**src/hdl/ces_pkg.sv**
```systemverilog
// Shared constants and types for the countdown event scheduler.
// No dependencies; imported by every module of the block.
package ces_pkg;

   localparam int TABLE_DEPTH  = 16;
   localparam int RESULT_SLOTS = 16;

   localparam int DELAY_W = 16;
   localparam int ID_W    = 8;
   localparam int TICK_W  = 16;

   localparam int IDX_W = (TABLE_DEPTH > 1) ? $clog2(TABLE_DEPTH) : 1;
   localparam int CNT_W = $clog2(TABLE_DEPTH + 1);
   localparam int REP_W = $clog2(RESULT_SLOTS + 1);

   localparam logic FUNC_TICK  = 1'b0;
   localparam logic FUNC_SCHED = 1'b1;

   localparam logic STATUS_OK   = 1'b0;
   localparam logic STATUS_FULL = 1'b1;

   typedef struct packed {
      logic [DELAY_W-1:0] delay;
      logic [ID_W-1:0]    id;
   } ces_entry_type;

   // what the shared age unit reports for the entry under the read pointer
   typedef struct packed {
      logic          due;
      ces_entry_type aged;
   } ces_probe_type;

endpackage

```
**src/hdl/countdown_event_scheduler.sv**
```systemverilog
// Countdown event scheduler: tick counter, ordered event table, walk sequencer.
// Depends on ces_pkg and ces_table.
//
//   channel  | handshake                 | payload
//   ---------+---------------------------+------------------------------------------
//   request  | start / busy              | req_func, req_delay_ticks, req_event_id
//   response | rsp_strobe (one cycle)    | rsp_status, rsp_fired_valid, rsp_fired_id,
//            |                           | rsp_tick_count, rsp_last
//
// A schedule item's response appears the next cycle and busy stays low. A tick
// item keeps busy high while the sequencer walks the entries held (up to
// TABLE_DEPTH), visiting one table entry per cycle through the single table read
// port and age unit, then a closing step ends the walk.
// A fired event is held until the next due entry is found or the walk closes;
// it leaves the cycle after that, and the held one at the close carries last.
// Reset is synchronous; it clears counter, fill count and sequencer; table
// contents are not cleared. Responses cannot be stalled.
module countdown_event_scheduler
   import ces_pkg::*;
(
   input  logic               clock,
   input  logic               reset,
   input  logic               start,
   output logic               busy,
   input  logic               req_func,
   input  logic [DELAY_W-1:0] req_delay_ticks,
   input  logic [ID_W-1:0]    req_event_id,
   output logic               rsp_strobe,
   output logic               rsp_status,
   output logic               rsp_fired_valid,
   output logic [ID_W-1:0]    rsp_fired_id,
   output logic [TICK_W-1:0]  rsp_tick_count,
   output logic               rsp_last
);

   localparam logic ST_IDLE = 1'b0;
   localparam logic ST_WALK = 1'b1;

   logic              state_ff, state_in;
   logic [CNT_W-1:0]  rd_ff, rd_in;
   logic [CNT_W-1:0]  wr_ff, wr_in;
   logic [CNT_W-1:0]  count_ff, count_in;
   logic [TICK_W-1:0] tick_ff, tick_in;
   logic              pend_valid_ff, pend_valid_in;
   logic [ID_W-1:0]   pend_id_ff, pend_id_in;
   logic [REP_W-1:0]  rep_ff, rep_in;
   logic              strobe_ff, strobe_in;
   logic              status_ff, status_in;
   logic              fv_ff, fv_in;
   logic [ID_W-1:0]   fid_ff, fid_in;
   logic              last_ff, last_in;

   logic              accept;
   logic              tbl_wr_en;
   logic [IDX_W-1:0]  tbl_wr_idx;
   ces_entry_type     tbl_wr_entry;
   ces_probe_type     probe;

   ces_table u_table (
      .clock    (clock),
      .wr_en    (tbl_wr_en),
      .wr_idx   (tbl_wr_idx),
      .wr_entry (tbl_wr_entry),
      .rd_idx   (rd_ff[IDX_W-1:0]),
      .probe    (probe)
   );

   assign busy   = (state_ff == ST_WALK);
   assign accept = start && !busy;

   always_comb begin
      state_in      = state_ff;
      rd_in         = rd_ff;
      wr_in         = wr_ff;
      count_in      = count_ff;
      tick_in       = tick_ff;
      pend_valid_in = pend_valid_ff;
      pend_id_in    = pend_id_ff;
      rep_in        = rep_ff;
      strobe_in     = 1'b0;
      status_in     = STATUS_OK;
      fv_in         = 1'b0;
      fid_in        = '0;
      last_in       = 1'b0;
      tbl_wr_en     = 1'b0;
      tbl_wr_idx    = count_ff[IDX_W-1:0];
      tbl_wr_entry.delay = req_delay_ticks;
      tbl_wr_entry.id    = req_event_id;

      unique case (state_ff)
         ST_IDLE: begin
            if (accept) begin
               if (req_func == FUNC_SCHED) begin
                  strobe_in = 1'b1;
                  last_in   = 1'b1;
                  if (req_event_id != '0) begin
                     if (count_ff == CNT_W'(TABLE_DEPTH)) begin
                        status_in = STATUS_FULL;
                     end else begin
                        tbl_wr_en = 1'b1;
                        count_in  = count_ff + CNT_W'(1);
                     end
                  end
               end else begin
                  tick_in       = tick_ff + TICK_W'(1);
                  rd_in         = '0;
                  wr_in         = '0;
                  pend_valid_in = 1'b0;
                  rep_in        = '0;
                  state_in      = ST_WALK;
               end
            end
         end
         ST_WALK: begin
            if (rd_ff == count_ff) begin
               // close: the held event (if any) is the final response
               count_in  = wr_ff;
               state_in  = ST_IDLE;
               strobe_in = 1'b1;
               last_in   = 1'b1;
               fv_in     = pend_valid_ff;
               fid_in    = pend_valid_ff ? pend_id_ff : '0;
            end else begin
               rd_in = rd_ff + CNT_W'(1);
               if (probe.due) begin
                  if (rep_ff < REP_W'(RESULT_SLOTS)) begin
                     rep_in        = rep_ff + REP_W'(1);
                     pend_valid_in = 1'b1;
                     pend_id_in    = probe.aged.id;
                     if (pend_valid_ff) begin
                        strobe_in = 1'b1;
                        fv_in     = 1'b1;
                        fid_in    = pend_id_ff;
                     end
                  end
               end else begin
                  tbl_wr_en    = 1'b1;
                  tbl_wr_idx   = wr_ff[IDX_W-1:0];
                  tbl_wr_entry = probe.aged;
                  wr_in        = wr_ff + CNT_W'(1);
               end
            end
         end
         default: begin
            state_in = ST_IDLE;
         end
      endcase
   end

   always_ff @(posedge clock) begin
      if (reset) begin
         state_ff      <= ST_IDLE;
         rd_ff         <= '0;
         wr_ff         <= '0;
         count_ff      <= '0;
         tick_ff       <= '0;
         pend_valid_ff <= 1'b0;
         rep_ff        <= '0;
         strobe_ff     <= 1'b0;
      end else begin
         state_ff      <= state_in;
         rd_ff         <= rd_in;
         wr_ff         <= wr_in;
         count_ff      <= count_in;
         tick_ff       <= tick_in;
         pend_valid_ff <= pend_valid_in;
         rep_ff        <= rep_in;
         strobe_ff     <= strobe_in;
      end
   end

   always_ff @(posedge clock) begin
      pend_id_ff <= pend_id_in;
      status_ff  <= status_in;
      fv_ff      <= fv_in;
      fid_ff     <= fid_in;
      last_ff    <= last_in;
   end

   assign rsp_strobe      = strobe_ff;
   assign rsp_status      = status_ff;
   assign rsp_fired_valid = fv_ff;
   assign rsp_fired_id    = fid_ff;
   assign rsp_tick_count  = tick_ff;
   assign rsp_last        = last_ff;

endmodule

```
**src/hdl/ces_table.sv**
```systemverilog
// Event table storage plus the shared age unit (zero test and decrement).
// Depends on ces_pkg.
module ces_table
   import ces_pkg::*;
(
   input  logic                 clock,
   input  logic                 wr_en,
   input  logic [IDX_W-1:0]     wr_idx,
   input  ces_entry_type        wr_entry,
   input  logic [IDX_W-1:0]     rd_idx,
   output ces_probe_type        probe
);

   ces_entry_type entry_ff [TABLE_DEPTH];
   ces_entry_type cur;

   always_ff @(posedge clock) begin
      if (wr_en) begin
         entry_ff[wr_idx] <= wr_entry;
      end
   end

   assign cur = entry_ff[rd_idx];

   always_comb begin
      probe.due        = (cur.delay == '0);
      probe.aged.delay = cur.delay - DELAY_W'(1);
      probe.aged.id    = cur.id;
   end

endmodule

```
**config.mk**
```make
export PLATFORM = sky130hd
export DESIGN_NAME = countdown_event_scheduler
export DESIGN_NICKNAME = d
export VERILOG_FILES = /design/src/hdl/ces_pkg.sv /design/src/hdl/countdown_event_scheduler.sv /design/src/hdl/ces_table.sv
export SDC_FILE = /design/constraint.sdc
export NUM_CORES = 1
export LEC_CHECK = 0
export BUFFER_PORTS_ARGS = -buffer_cell sky130_fd_sc_hd__buf_2
export CAP_MARGIN = 20
export CORE_ASPECT_RATIO = 1.5
export CORE_MARGIN = 2
export CORE_UTILIZATION = 65
export DETAILED_ROUTE_END_ITERATION = 8
export GPL_ROUTABILITY_DRIVEN = 0
export GPL_TIMING_DRIVEN = 0
export PLACE_DENSITY = 0.88
export REMOVE_ABC_BUFFERS = 1
export SYNTH_ARGS = -nofsm -noshare
export SYNTH_HDL_FRONTEND = slang
export SYNTH_SLANG_ARGS = --single-unit
```
**constraint.sdc**
```tcl
create_clock -name clock -period 7.8 [get_ports clock]
set_input_delay 0 -clock clock [delete_from_list [all_inputs] [get_ports clock]]
set_output_delay 0 -clock clock [all_outputs]
set_load 0.03 [all_outputs]
```
Yosys cells after proc, flatten, opt, wreduce, memory -nomap -nowiden
Memories as Yosys holds them, arrays and structs flattened. A register that Yosys moved wholly into a read port is not among the register bits.
Index checks and enable logic that the tools add are counted.
{"block": "word_totals", "memories": 1, "elab_cells": 108, "ramBits": 384, "reg_bits": 58, "output_inout_bits": 29}
{"block": "classes", "eq_ne": 12, "add_sub_neg": 6, "bitwise_logic": 5, "order_cmp": 1, "reduce_logical": 11, "n_mux": 59}
{"name": "u_table.entry_ff", "words": 16, "width": 24, "read_ports": 1, "rd_clocked_by_memory_dff": 1, "write_ports": 1, "line": "ces_table.sv:14", "text": "ces_entry_type entry_ff [TABLE_DEPTH];"}
{"operator": "2-to-1 mux 24 bit", "n": 3}
{"operator": "2-to-1 mux 5 bit", "n": 13}
{"operator": "case mux 5 bit (2 select lines)", "n": 4}
{"operator": "2-to-1 mux 8 bit", "n": 4}
{"operator": "2-to-1 mux 1 bit", "n": 25}
{"operator": "adder 5 x 1 -> 5 bit (second input constant)", "n": 4}
{"operator": "2-to-1 mux 4 bit", "n": 5}
{"operator": "adder 16 x 1 -> 16 bit (second input constant)", "n": 1}
{"operator": "zero test 16 bit", "n": 1}
{"operator": "subtractor 16 x 1 -> 16 bit (second input constant)", "n": 1}
{"operator": "!= test 2 bit (second input constant)", "n": 7}
{"operator": "case mux 1 bit (2 select lines)", "n": 5}
{"operator": "AND reduction 5 bit", "n": 2}
{"operator": "AND reduction 4 bit", "n": 2}
{"operator": "nonzero test 8 bit", "n": 1}
{"operator": "!= test 2 x 1 -> 1 bit (second input constant)", "n": 3}
{"operator": "AND reduction 3 bit", "n": 2}
{"operator": "equality test 5 bit", "n": 1}
{"operator": "equality test 5 bit (second input constant)", "n": 1}
{"operator": "less-than comparator 5 bit (second input constant)", "n": 1}
{"operator": "NOT 1 bit", "n": 5}
{"operator": "OR reduction 4 bit", "n": 1}
{"operator": "logical AND 1 bit", "n": 1}
{"operator": "zero test 1 bit", "n": 1}

Logic depth before layout (Yosys ltp)
Gate-level depths: netlist (run 1).
{"block": "logic_depth", "depth_word": 8, "ltp_mapped": 15, "ltp_nobuf": 9}

Cells and area by module
From an unflattened synthesis (run 1), not the netlist that was laid out.
{"block": "hier_totals", "hier_cells": 959, "hier_area_um2": 17883.4}
{"module": "ces_table", "n_inst": 1, "area_per_inst_um2": 14934.3, "cells_each": 658}
{"module": "countdown_event_scheduler", "n_inst": 1, "area_per_inst_um2": 2949.1, "cells_each": 301}

Worst setup path before layout (run 1)
No wires, ideal clock.
{"block": "synth_timing", "path_kind": "register to register", "start": "register with a tool-made name", "end": "memory u_table.entry_ff[4][0] (netlist name) (enable)", "setup_slack_ns": 2.953, "arrival_time_ns": 4.403, "required_time_ns": 7.356, "path_stages_with_launch": 15, "n_path_buf": 5, "cell_sequence": "dfxtp_1 > buf_4 > buf_2 > buf_6 > buf_6 > clkbuf_1 > mux4_2 > a22o_1 > a221oi_2 > ha_1 > o21ai_0 > nor4_2 > nand3b_4 > nand3_1 > o32ai_1"}
{"item": "end: declaration", "line": "ces_table.sv:14"}

==> results.txt, run 1 <==
- Tightest Pin Transition: 1.18 ns
* Outcome: complete, but fails checks
- Net total in the final layout: 1120
- After detailed routing, the total wire length is 46.8 mm.
* Shortest period the worst path allows: 5.68 ns
- For this run, the register share of the synthesized area comes to 0.712.
* DRC marker count from the first detailed-route iteration: 1458
- After clock tree synthesis, the clock-pin slew on the worst setup and hold paths is 0.06 ns.
* Vias in the first global route: 10600
* Sum of internal, switching and leakage power: 4990 uW
- Post-DR vias/cell: 7.27
- Setup repair after global routing left no endpoint under its margin.
- Data required time of the critical path: 8.05 ns
- Post-CTS repair changed the size of 0 cells.
- Most common cell after layout, fill and taps aside: sky130_fd_sc_hd__edfxtp_1
* Capture instance of the worst register-to-register path: u_table.entry_ff[1][13]
- CTS tree: yes
- Entering global routing, the biggest net connects 50 pins.
- Leaving out fill and tap cells, the most frequent cells in the layout are sky130_fd_sc_hd__edfxtp_1 (392), sky130_fd_sc_hd__mux4_2 (90), sky130_fd_sc_hd__nor2_1 (62), sky130_fd_sc_hd__buf_2 (57), sky130_fd_sc_hd__dfxtp_1 (51).
- Count of TritonRoute iterations in the first routing pass: 7
- Xor/xnor share of the synthesized area: 0.0160
* Kind of critical path: reg2reg
- For this design the ratio of total power to cell area is 239 nW/um2.
- The cell count after synthesis came out at 992.
- Cell area after synthesis: 18000 um2
- Setup slack of the worst register-to-register path: 2.12 ns
* Final worst-path cycle share: 0.728
- EDFF count, synth: 392
* Leakage power total: 0.00673 uW
* Share of Yosys cell area claimed by the top area cell type: 0.652
- STA classifies the critical path startpoint as a flop.
* Clock Root Buffer: sky130_fd_sc_hd__clkbuf_16
* Count of yosys warnings during synthesis: 0
- The number of pins with negative max-slew slack in the final report was 0.
* Hold violation total from the final report: 0
- After synthesis, the share of flip-flops with an asynchronous set or reset is 0.
- Data on the critical path arrives at its endpoint at 5.92 ns.
- Num CTS Buffers: 40
- R2R cell count: 9
- Net switching power: 1080 uW
* VDD IR max: 0.199 mV
- Setup slack after layout: 2.12 ns
- Between clock sinks in the finished design, the worst skew comes to 0.0205 ns.
- Worst Setup EP: u_table.entry_ff[1][13]
- Relative contribution of sequential cells to total power: 0.533
- Largest buffer count on any clock path: 3
* #FFs+latches synth: 446
- In the global route stage, overall resource usage came out at 0.326.
- The final reports fail on DRC.
- Share of the core filled with cells in the final layout: 0.764
- From synthesis to final layout, the design area changed by 15.7%.
* Commonest register cell after synthesis: sky130_fd_sc_hd__edfxtp_1
- By area the synthesized netlist is led by sky130_fd_sc_hd__edfxtp_1 (65%), sky130_fd_sc_hd__mux4_2 (11%), sky130_fd_sc_hd__dfxtp_1 (6.0%).
- Cell taking the most area after synthesis: sky130_fd_sc_hd__edfxtp_1
* Clock net sink count: 446
- Of the total synthesized cell area, the portion taken by AND, OR, NAND and NOR gates is 0.0580.
- In the routed design, unresolved DRC markers number 16.
- The clock reaches the later pin of the worst-skew pair after 0.56 ns.
- The placed instances occupy a cell area of 19400 um2.
- The initial utilization of the core area, before any placement, comes to 0.661.
* Mean instance size in the synthesized netlist: 18.2 um2
- DP HPWL: 27.1 mm
- For this run, the top clock speed supported by timing is 0.176 GHz.
- Vias post-DR: 10600
- Setup repair bufs after CTS: 0
- Synth unique cells: 78
- WHS Path Cells: 3
- The share of total power dissipated in the clock network is 0.411.
- Proportion of total power due to net switching: 0.216
- Number of filler cells placed in the layout: 1332
- The die is 208 um tall.
- Die span in x: 140 um
- Number of cell rows: 74
- After clock tree synthesis, the flow added hold-fix buffers numbering 5.
- Worst min-delay path class: in2reg
- Number of placed I/O pins: 57
- The number of antenna violations at the first check in global routing is 0.
- Of the cells placed in the final design, the portion with a size suffix greater than 1 is 0.257.
* Die area: 29100 um2
* Adder-cell area share of the yosys netlist: 0.00555
* Setup-failing EPs final: 0
* Type of element capturing the critical path: flop
* Post-route standard cell area excluding fillers: 20900 um2
* Drt wl/cell: 32.1 um
* Core ar.: 27300 um2
* Largest driver fanout on the critical path: 20
- Post-detailed-route count of antenna-violating nets: 0
- Post-placement setup slack: 2.42 ns
* Number of violations of the max-capacitance limit: 0
- Congestion Overflow GR: 0
* First-pass GRT wire length: 68.7 mm
- Total negative setup slack: 0 ns
* Combinational group share of total power: 0.056
- Internal: 3910 uW
* # port buffers: 56
- Combinational family with the most area after synthesis: multiplexers
- Multiplexer fraction of the synthesized cell area: 0.147
- Maximum level of the CTS H-tree: 2
- Headroom to the max-slew limit: 0.203
* Compound-gate portion of the synthesized area: 0.0431
cells in the mapped netlist (all sizes together) (3+ instances only):
| cell | number |
|---|---|
| a21oi | 24 |
| a221oi | 11 |
| a22oi | 6 |
| a31oi | 7 |
| and2 | 14 |
| and3 | 9 |
| buf | 21 |
| clkbuf | 26 |
| dfxtp | 54 |
| edfxtp | 392 |
| ha | 8 |
| inv | 8 |
| mux2 | 17 |
| mux2i | 33 |
| mux4 | 94 |
| nand2 | 36 |
| nand2b | 9 |
| nand3 | 16 |
| nand3b | 4 |
| nand4 | 6 |
| nor2 | 62 |
| nor2b | 9 |
| nor3 | 7 |
| nor3b | 5 |
| nor4 | 7 |
| o211ai | 3 |
| o21ai | 17 |
| o22ai | 8 |
| o32ai | 8 |
| or2 | 7 |
| xnor2 | 11 |
| xor2 | 22 |
registers in the layout, indices dropped and copies added (netlist names), 5 cells and up, named ones only:
name / count
u_table.entry_ff: 384
rd_ff: 5
rep_ff: 5
count_ff: 5
pend_id_ff: 8
wr_ff: 5
rsp_tick_count: 16
rsp_fired_id: 8
worst min-delay path by stage:
stage	from	end
after global routing	req_delay_ticks[2]	u_table.entry_ff[0][10]
after detailed placement	start	rsp_last
after floorplan	reset	count_ff[2]
after CTS	req_delay_ticks[1]	u_table.entry_ff[6][9]
after global placement	start	rsp_last
final	req_delay_ticks[2]	u_table.entry_ff[0][10]
per-layer routing:
metal | wire length [um] | global-route usage | part of all wire | up-vias
met5 | 0 | 0 | 0 | -
met4 | 3080 | 0.184 | 0.066 | 0
met3 | 4880 | 0.0707 | 0.10 | 215
met2 | 22800 | 0.524 | 0.49 | 891
met1 | 16000 | 0.419 | 0.34 | 5314
li1 | - | - | - | 4186
logic make-up (layout without fill, tap and decap cells):
group,after synthesis,in the layout
xor+xnor,33,33
buf+inv,57,180
other cells,0,1
compound gates,106,106
fa+ha+maj,8,8
flops,446,446
simple gates,198,198
mux,144,144
power groups by stage:
stage	combinational [uW]	clock (uW)	sequential (uW)
2_1_floorplan	155	0	2720
3_3_place_gp	219	0	2720
3_5_place_dp	261	0	2710
4_1_cts	269	2050	2660
5_1_grt	294	2130	2660
6_report	280	2050	2660
critical path, stage by stage, from the launching register on:
cell                       delay, ns
sky130_fd_sc_hd__dfxtp_1        0.93
sky130_fd_sc_hd__inv_1          0.57
sky130_fd_sc_hd__a221oi_1       0.58
sky130_fd_sc_hd__a21oi_1        0.27
sky130_fd_sc_hd__o221ai_1       0.47
sky130_fd_sc_hd__nor4_4         0.17
sky130_fd_sc_hd__a21oi_4        0.64
sky130_fd_sc_hd__or3b_1         0.62
sky130_fd_sc_hd__o22ai_4        0.84
sky130_fd_sc_hd__buf_16         0.24
per-stage QoR:
stage | hold slack, ns | std cells
floorplan | 0.0691 | 945
finish | 0.0227 | 1458
global route | 0.0351 | 1457
detailed placement | 0.391 | 1374
global placement | 0.370 | 1343
CTS | 0.0549 | 1452
final cells by class:
type	count	area, um2	area share
Tap cell	342	428	0.0205
Timing Repair Buffer	97	1050	0.0501
Inverter	10	37.5	0.00180
Multi-Input combinational cell	489	5140	0.246
Clock inverter	26	268	0.0128
Antenna cell	1	2.50	0.000120
Sequential cell	446	12900	0.616
Clock buffer	47	1090	0.0522
(Power assumes the default switching activity.)
==> inputs of run 2 (changes only) <==
--- a/config.mk
+++ b/config.mk
@@ -5,15 +5,16 @@
 export SDC_FILE = /design/constraint.sdc
 export NUM_CORES = 1
 export LEC_CHECK = 0
+export ABC_AREA = 1
 export BUFFER_PORTS_ARGS = -buffer_cell sky130_fd_sc_hd__buf_2
 export CAP_MARGIN = 20
 export CORE_ASPECT_RATIO = 1.5
 export CORE_MARGIN = 2
-export CORE_UTILIZATION = 65
+export CORE_UTILIZATION = 56
 export DETAILED_ROUTE_END_ITERATION = 8
 export GPL_ROUTABILITY_DRIVEN = 0
 export GPL_TIMING_DRIVEN = 0
-export PLACE_DENSITY = 0.88
+export PLACE_DENSITY = 0.81
 export REMOVE_ABC_BUFFERS = 1
 export SYNTH_ARGS = -nofsm -noshare
 export SYNTH_HDL_FRONTEND = slang
==> constraint.sdc (replaced) <==
create_clock -name clock -period 4.6 [get_ports clock]
set_input_delay 0 -clock clock [delete_from_list [all_inputs] [get_ports clock]]
set_output_delay 0 -clock clock [all_outputs]
set_load 0.03 [all_outputs]
==> run 2 against run 1 <==
Against the previous run: the flow now finishes without violations; hold slack gained 0.010 ns; first-iteration DRC count grew 15%; clock skew grew 0.013 ns; maximum frequency grew 24%; combinational power grew to 2.9 times the previous value; synthesized area grew 5.5%; critical path type unchanged.
==> results.txt, run 2 <==
- The clock group share of total power came to 0.402 (was 0.411).
* Placed inst area: 20100 um2 (was 19400 um2)
* Drt wl/cell: 22.5 um (was 32.1 um)
- The net total in the final layout is 1857 (was 1120).
- The DRC violation count after routing came to 0 (was 16).
- CP cell instances: buf_16 -> inv_1 -> buf_16 -> nand3_1 -> nand2_1 -> inv_1 -> ha_1 -> inv_1 -> nor2_1 -> nand2_2 -> nor2_4 -> nand2_4 -> nand2_8 -> inv_4 -> nor2_1 -> a31oi_2 (was inv_1 -> a221oi_1 -> a21oi_1 -> o221ai_1 -> nor4_4 -> a21oi_4 -> or3b_1 -> o22ai_4 -> buf_16).
- Synthesized instance count: 1758 (was 992)
- The number of global-route vias before repair is 14000 (was 10600).
* #FFs+latches synth: 446 (unchanged)
- WL final: 51.1 mm (was 46.8 mm)
- The most used flip-flop cell after synthesis is sky130_fd_sc_hd__edfxtp_1 (unchanged).
* VDD IR max: 0.357 mV (was 0.199 mV)
- The most common library cell in the layout ignoring fill and taps is sky130_fd_sc_hd__edfxtp_1 (unchanged).
- Capture endpoint of the worst hold path: u_table.entry_ff[0][15] (was u_table.entry_ff[0][10])
* Relative contribution of sequential cells to total power: 0.508 (was 0.533)
- Post-route standard cell area excluding fillers: 22000 um2 (was 20900 um2)
- The fraction of synthesized cell area taken by the top area cell type came to 0.618 (was 0.652).
* Initial Utilization: 0.569 (was 0.661)
* Setup slack of the worst register-to-register path: 0.009 ns (was 2.12 ns)
- The part of the total power dissipated in combinational logic was 0.091 (was 0.056).
* Clock Root Buffer: sky130_fd_sc_hd__clkbuf_16 (unchanged)
* Die area: 35500 um2 (was 29100 um2)
- Post-Route Hold Slack: 0.0329 ns (was 0.0227 ns)
- Die span in x: 155 um (was 140 um)
- Most instantiated cells after synthesis: sky130_fd_sc_hd__edfxtp_1 (392), sky130_fd_sc_hd__nand2_1 (386), sky130_fd_sc_hd__nor2_1 (203) (was sky130_fd_sc_hd__edfxtp_1 (392), sky130_fd_sc_hd__mux4_2 (90), sky130_fd_sc_hd__nor2_1 (62))
* Post-DR vias/cell: 6.15 (was 7.27)
- First-pass GRT wire length: 76.7 mm (was 68.7 mm)
* Proportion of synthesized flip-flops having asynchronous set or reset: 0 (unchanged)
- Most area-consuming cells after synthesis: sky130_fd_sc_hd__edfxtp_1 (62%), sky130_fd_sc_hd__nand2_1 (7.6%), sky130_fd_sc_hd__dfxtp_1 (5.7%) (was sky130_fd_sc_hd__edfxtp_1 (65%), sky130_fd_sc_hd__mux4_2 (11%), sky130_fd_sc_hd__dfxtp_1 (6.0%))
- Cell area after synthesis: 19000 um2 (was 18000 um2)
- Nature of the critical path startpoint: flop (unchanged)
* EDFF count, synth: 392 (unchanged)
- Final worst-path cycle share: 0.998 (was 0.728)
* Proportion of total power due to net switching: 0.234 (was 0.216)
* Largest driver fanout on the critical path: 39 (was 20)
* Number of filler cells placed in the layout: 2246 (was 1332)
- Sequential cell area fraction in the yosys report: 0.675 (was 0.712)
- Post-detailed-route count of antenna-violating nets: 0 (unchanged)
- The clock period minus final worst setup slack was 4.59 ns (was 5.68 ns).
- The library cell with the largest summed area after synthesis was sky130_fd_sc_hd__edfxtp_1 (unchanged).
- The number of unique standard cell types used by synthesis was 45 (was 78).
* Num CTS Buffers: 38 (was 40)
- Data required time of the critical path: 4.84 ns (was 8.05 ns)
- Layout cells sized above 1: 0.132 (was 0.257)
* Antenna violations before repair: 0 (unchanged)
- The count of routing violations after the opening detailed-route iteration is 1679 (was 1458).
* Commonest cells after routing, fill and taps aside: sky130_fd_sc_hd__edfxtp_1 (392), sky130_fd_sc_hd__nand2_1 (386), sky130_fd_sc_hd__nor2_1 (187), sky130_fd_sc_hd__nand3_1 (159), sky130_fd_sc_hd__inv_1 (144) (was sky130_fd_sc_hd__edfxtp_1 (392), sky130_fd_sc_hd__mux4_2 (90), sky130_fd_sc_hd__nor2_1 (62), sky130_fd_sc_hd__buf_2 (57), sky130_fd_sc_hd__dfxtp_1 (51))
* Largest Register: u_table.entry_ff (unchanged)
* Hold violation total from the final report: 0 (unchanged)
* Max reg flops: 384 (unchanged)
* Cell area power density: 411 nW/um2 (was 239 nW/um2)
- Footprint of the multi-input gates: 5340 um2 (was 5140 um2)
- The clock-pin slew reported for the worst setup and hold paths after clock tree synthesis came to 0.06 ns (about the same).
* CTS tree: yes (unchanged)
- Clock net sink count: 446 (unchanged)
* Tightest Pin Transition: 1.03 ns (was 1.18 ns)
- The count of cells along the worst hold path was 3 (unchanged).
- Number of cell rows: 82 (was 74)
- The register cell area after layout came to 12900 um2 (about the same).
* Setup slack after layout: 0.00942 ns (was 2.12 ns)
* Capture instance of the worst register-to-register path: u_table.entry_ff[5][0] (was u_table.entry_ff[1][13])
- The number of detailed-routing iterations run before antenna repair is 5 (was 7).
* Post-placement setup slack: -0.871 ns (was 2.42 ns)
- Pins Over Slew Limit: 0 (unchanged)
- The top achievable clock speed came to 0.218 GHz (was 0.176 GHz).
* Clock latency of the later-clocked register in the worst-skew pair: 0.57 ns (was 0.56 ns)
* Number of placed I/O pins: 57 (unchanged)
- The number of inserted diodes is 0 (was 1).
- Height of the chip: 230 um (was 208 um)
- The data arrival at the endpoint of the critical path was 4.83 ns (was 5.92 ns).
- The placed wire-length estimate came to 27.7 mm (was 27.1 mm).
- Number of violations of the max-capacitance limit: 0 (unchanged)
* Net switching power: 2110 uW (was 1080 uW)
- Unrepaired setup endpoints after global routing: yes (was no).
- The total via count after detailed routing came to 14000 (was 10600).
* Sum of internal, switching and leakage power: 9030 uW (was 4990 uW)
- The final setup violation count is 0 (unchanged).
- Count of buffering cells on the critical path with inverters included: 6 (was 2)
- The largest net degree at the start of global routing was 104 (was 50).
- Outcome: finished clean (was complete, but fails checks).
* CP max stage delay: 0.66 ns (was 0.93 ns)
- The worst slew margin relative to its limit came to 0.306 (was 0.203).
- The critical path start-end classification is reg2reg (unchanged).
- By instance count, the cell type seen most on the critical path is sky130_fd_sc_hd__inv_1.
- Worst Skew: 0.0336 ns (was 0.0205 ns)
- Critical-path top delay cell: sky130_fd_sc_hd__a31oi_2 (was sky130_fd_sc_hd__dfxtp_1)
- Count leader, synth: sky130_fd_sc_hd__edfxtp_1 (unchanged)
- Congestion Overflow GR: 0 (unchanged)
- The critical hold path startpoint is req_delay_ticks[7] (was req_delay_ticks[2]).
* Core ar.: 33400 um2 (was 27300 um2)
- Largest buffer count on any clock path: 3 (unchanged)
- Layout Area Growth over Synthesis: 15.4% (was 15.7%)
- The total global routing track utilization came to 0.284 (was 0.326).
- The total leakage power was 0.00822 uW (was 0.00673 uW).
- The number of warning messages in the yosys log was 0 (unchanged).
- The dominant delay contributor by cell family on the critical path is buffers and inverters (was compound AO/OA/AOI/OAI gates).
* # port buffers: 56 (unchanged)
- The path type of the worst min-delay path is in2reg (unchanged).
- The count of H-tree levels built during CTS came to 2 (unchanged).
* R2R cell count: 16 (was 9)
- The post-synthesis area per instance was 10.8 um2 (was 18.2 um2).
* Type of element capturing the critical path: flop (unchanged)
- The cell internal power dissipation is 6920 uW (was 3910 uW).
-- run 2: changes by cell type after synthesis, moves of 20 or more --
cell	delta
sky130_fd_sc_hd__o221ai_1	+20
sky130_fd_sc_hd__inv_1	+136
sky130_fd_sc_hd__nor2_1	+141
sky130_fd_sc_hd__buf_2	+25
sky130_fd_sc_hd__mux4_2	-90
sky130_fd_sc_hd__o21ai_0	+106
sky130_fd_sc_hd__nand3_1	+143
sky130_fd_sc_hd__mux2i_1	-33
sky130_fd_sc_hd__nand2_1	+350
-- run 2: worst max path at each step --
stage,from,end,depth (start not counted)
floorplan,flop,u_table.entry_ff[0][0],19
global placement,flop,u_table.entry_ff[14][19],19
detailed placement,flop,u_table.entry_ff[14][23],15
CTS,flop,u_table.entry_ff[11][18],21
global route,flop,u_table.entry_ff[0][0],17
finish,flop,u_table.entry_ff[5][0],16
-- run 2: cells by family (layout without fill, tap and decap cells) --
| group | after synthesis | in the layout | share of synthesized area |
|---|---|---|---|
| and+or+nand+nor | 806 | 806 | 0.179 |
| DFF | 446 | 446 | 0.675 |
| buffers and inverters | 239 | 331 | 0.0565 |
| AOI/OAI and AO/OA | 233 | 233 | 0.0721 |
| adders and majority gates | 8 | 8 | 0.00526 |
| xor gates and xnor gates | 26 | 26 | 0.0120 |
-- run 2: area by class of cell --
type | instances | share of cell area
sequential | 446 | 0.585
multi-input combinational | 1073 | 0.243
timing repair buffer | 112 | 0.0570
clock buffer | 48 | 0.0464
inverter | 150 | 0.0270
tap | 420 | 0.0239
clock inverter | 21 | 0.0175
-- run 2: metal layers --
metal	share of wire	global-route usage
met1	0.34	0.331
met2	0.49	0.487
met3	0.10	0.0494
met4	0.069	0.179
met5	0	0
-- run 2: worst min-delay path, cell delays in order --
cell and delay, ns:
sky130_fd_sc_hd__buf_2 0.10, sky130_fd_sc_hd__nor2_1 0.15, sky130_fd_sc_hd__a21oi_2 0.14
-- run 2: what timing repair did --
item,in CTS,in global routing
gates cloned,0,1
pin swaps,11,1
buffers inserted,16,4
hold buffers,6,0
endpoints found under the setup margin,712,684
endpoints found under the hold margin,48,0
gates resized for setup,23,3
-- run 2: per-stage QoR --
| step | instances | setup TNS, ns | utilization |
|---|---|---|---|
| floorplan | 1669 | -3270.10 | - |
| CTS | 2265 | 0 | 0.654 |
| global route | 2270 | -3.77 | 0.657 |
| global placement | 2145 | -8236.70 | 0.578 |
| detailed placement | 2174 | -356.30 | 0.601 |
| finish | 2270 | 0 | 0.657 |
-- run 2: power groups by stage --
stage	combinational, uW	clock (uW)	sequential [uW]
floorplan	454	0	4690
global placement	639	0	4720
detailed placement	740	0	4670
CTS	783	3620	4580
global route	890	3770	4590
finish	821	3630	4580
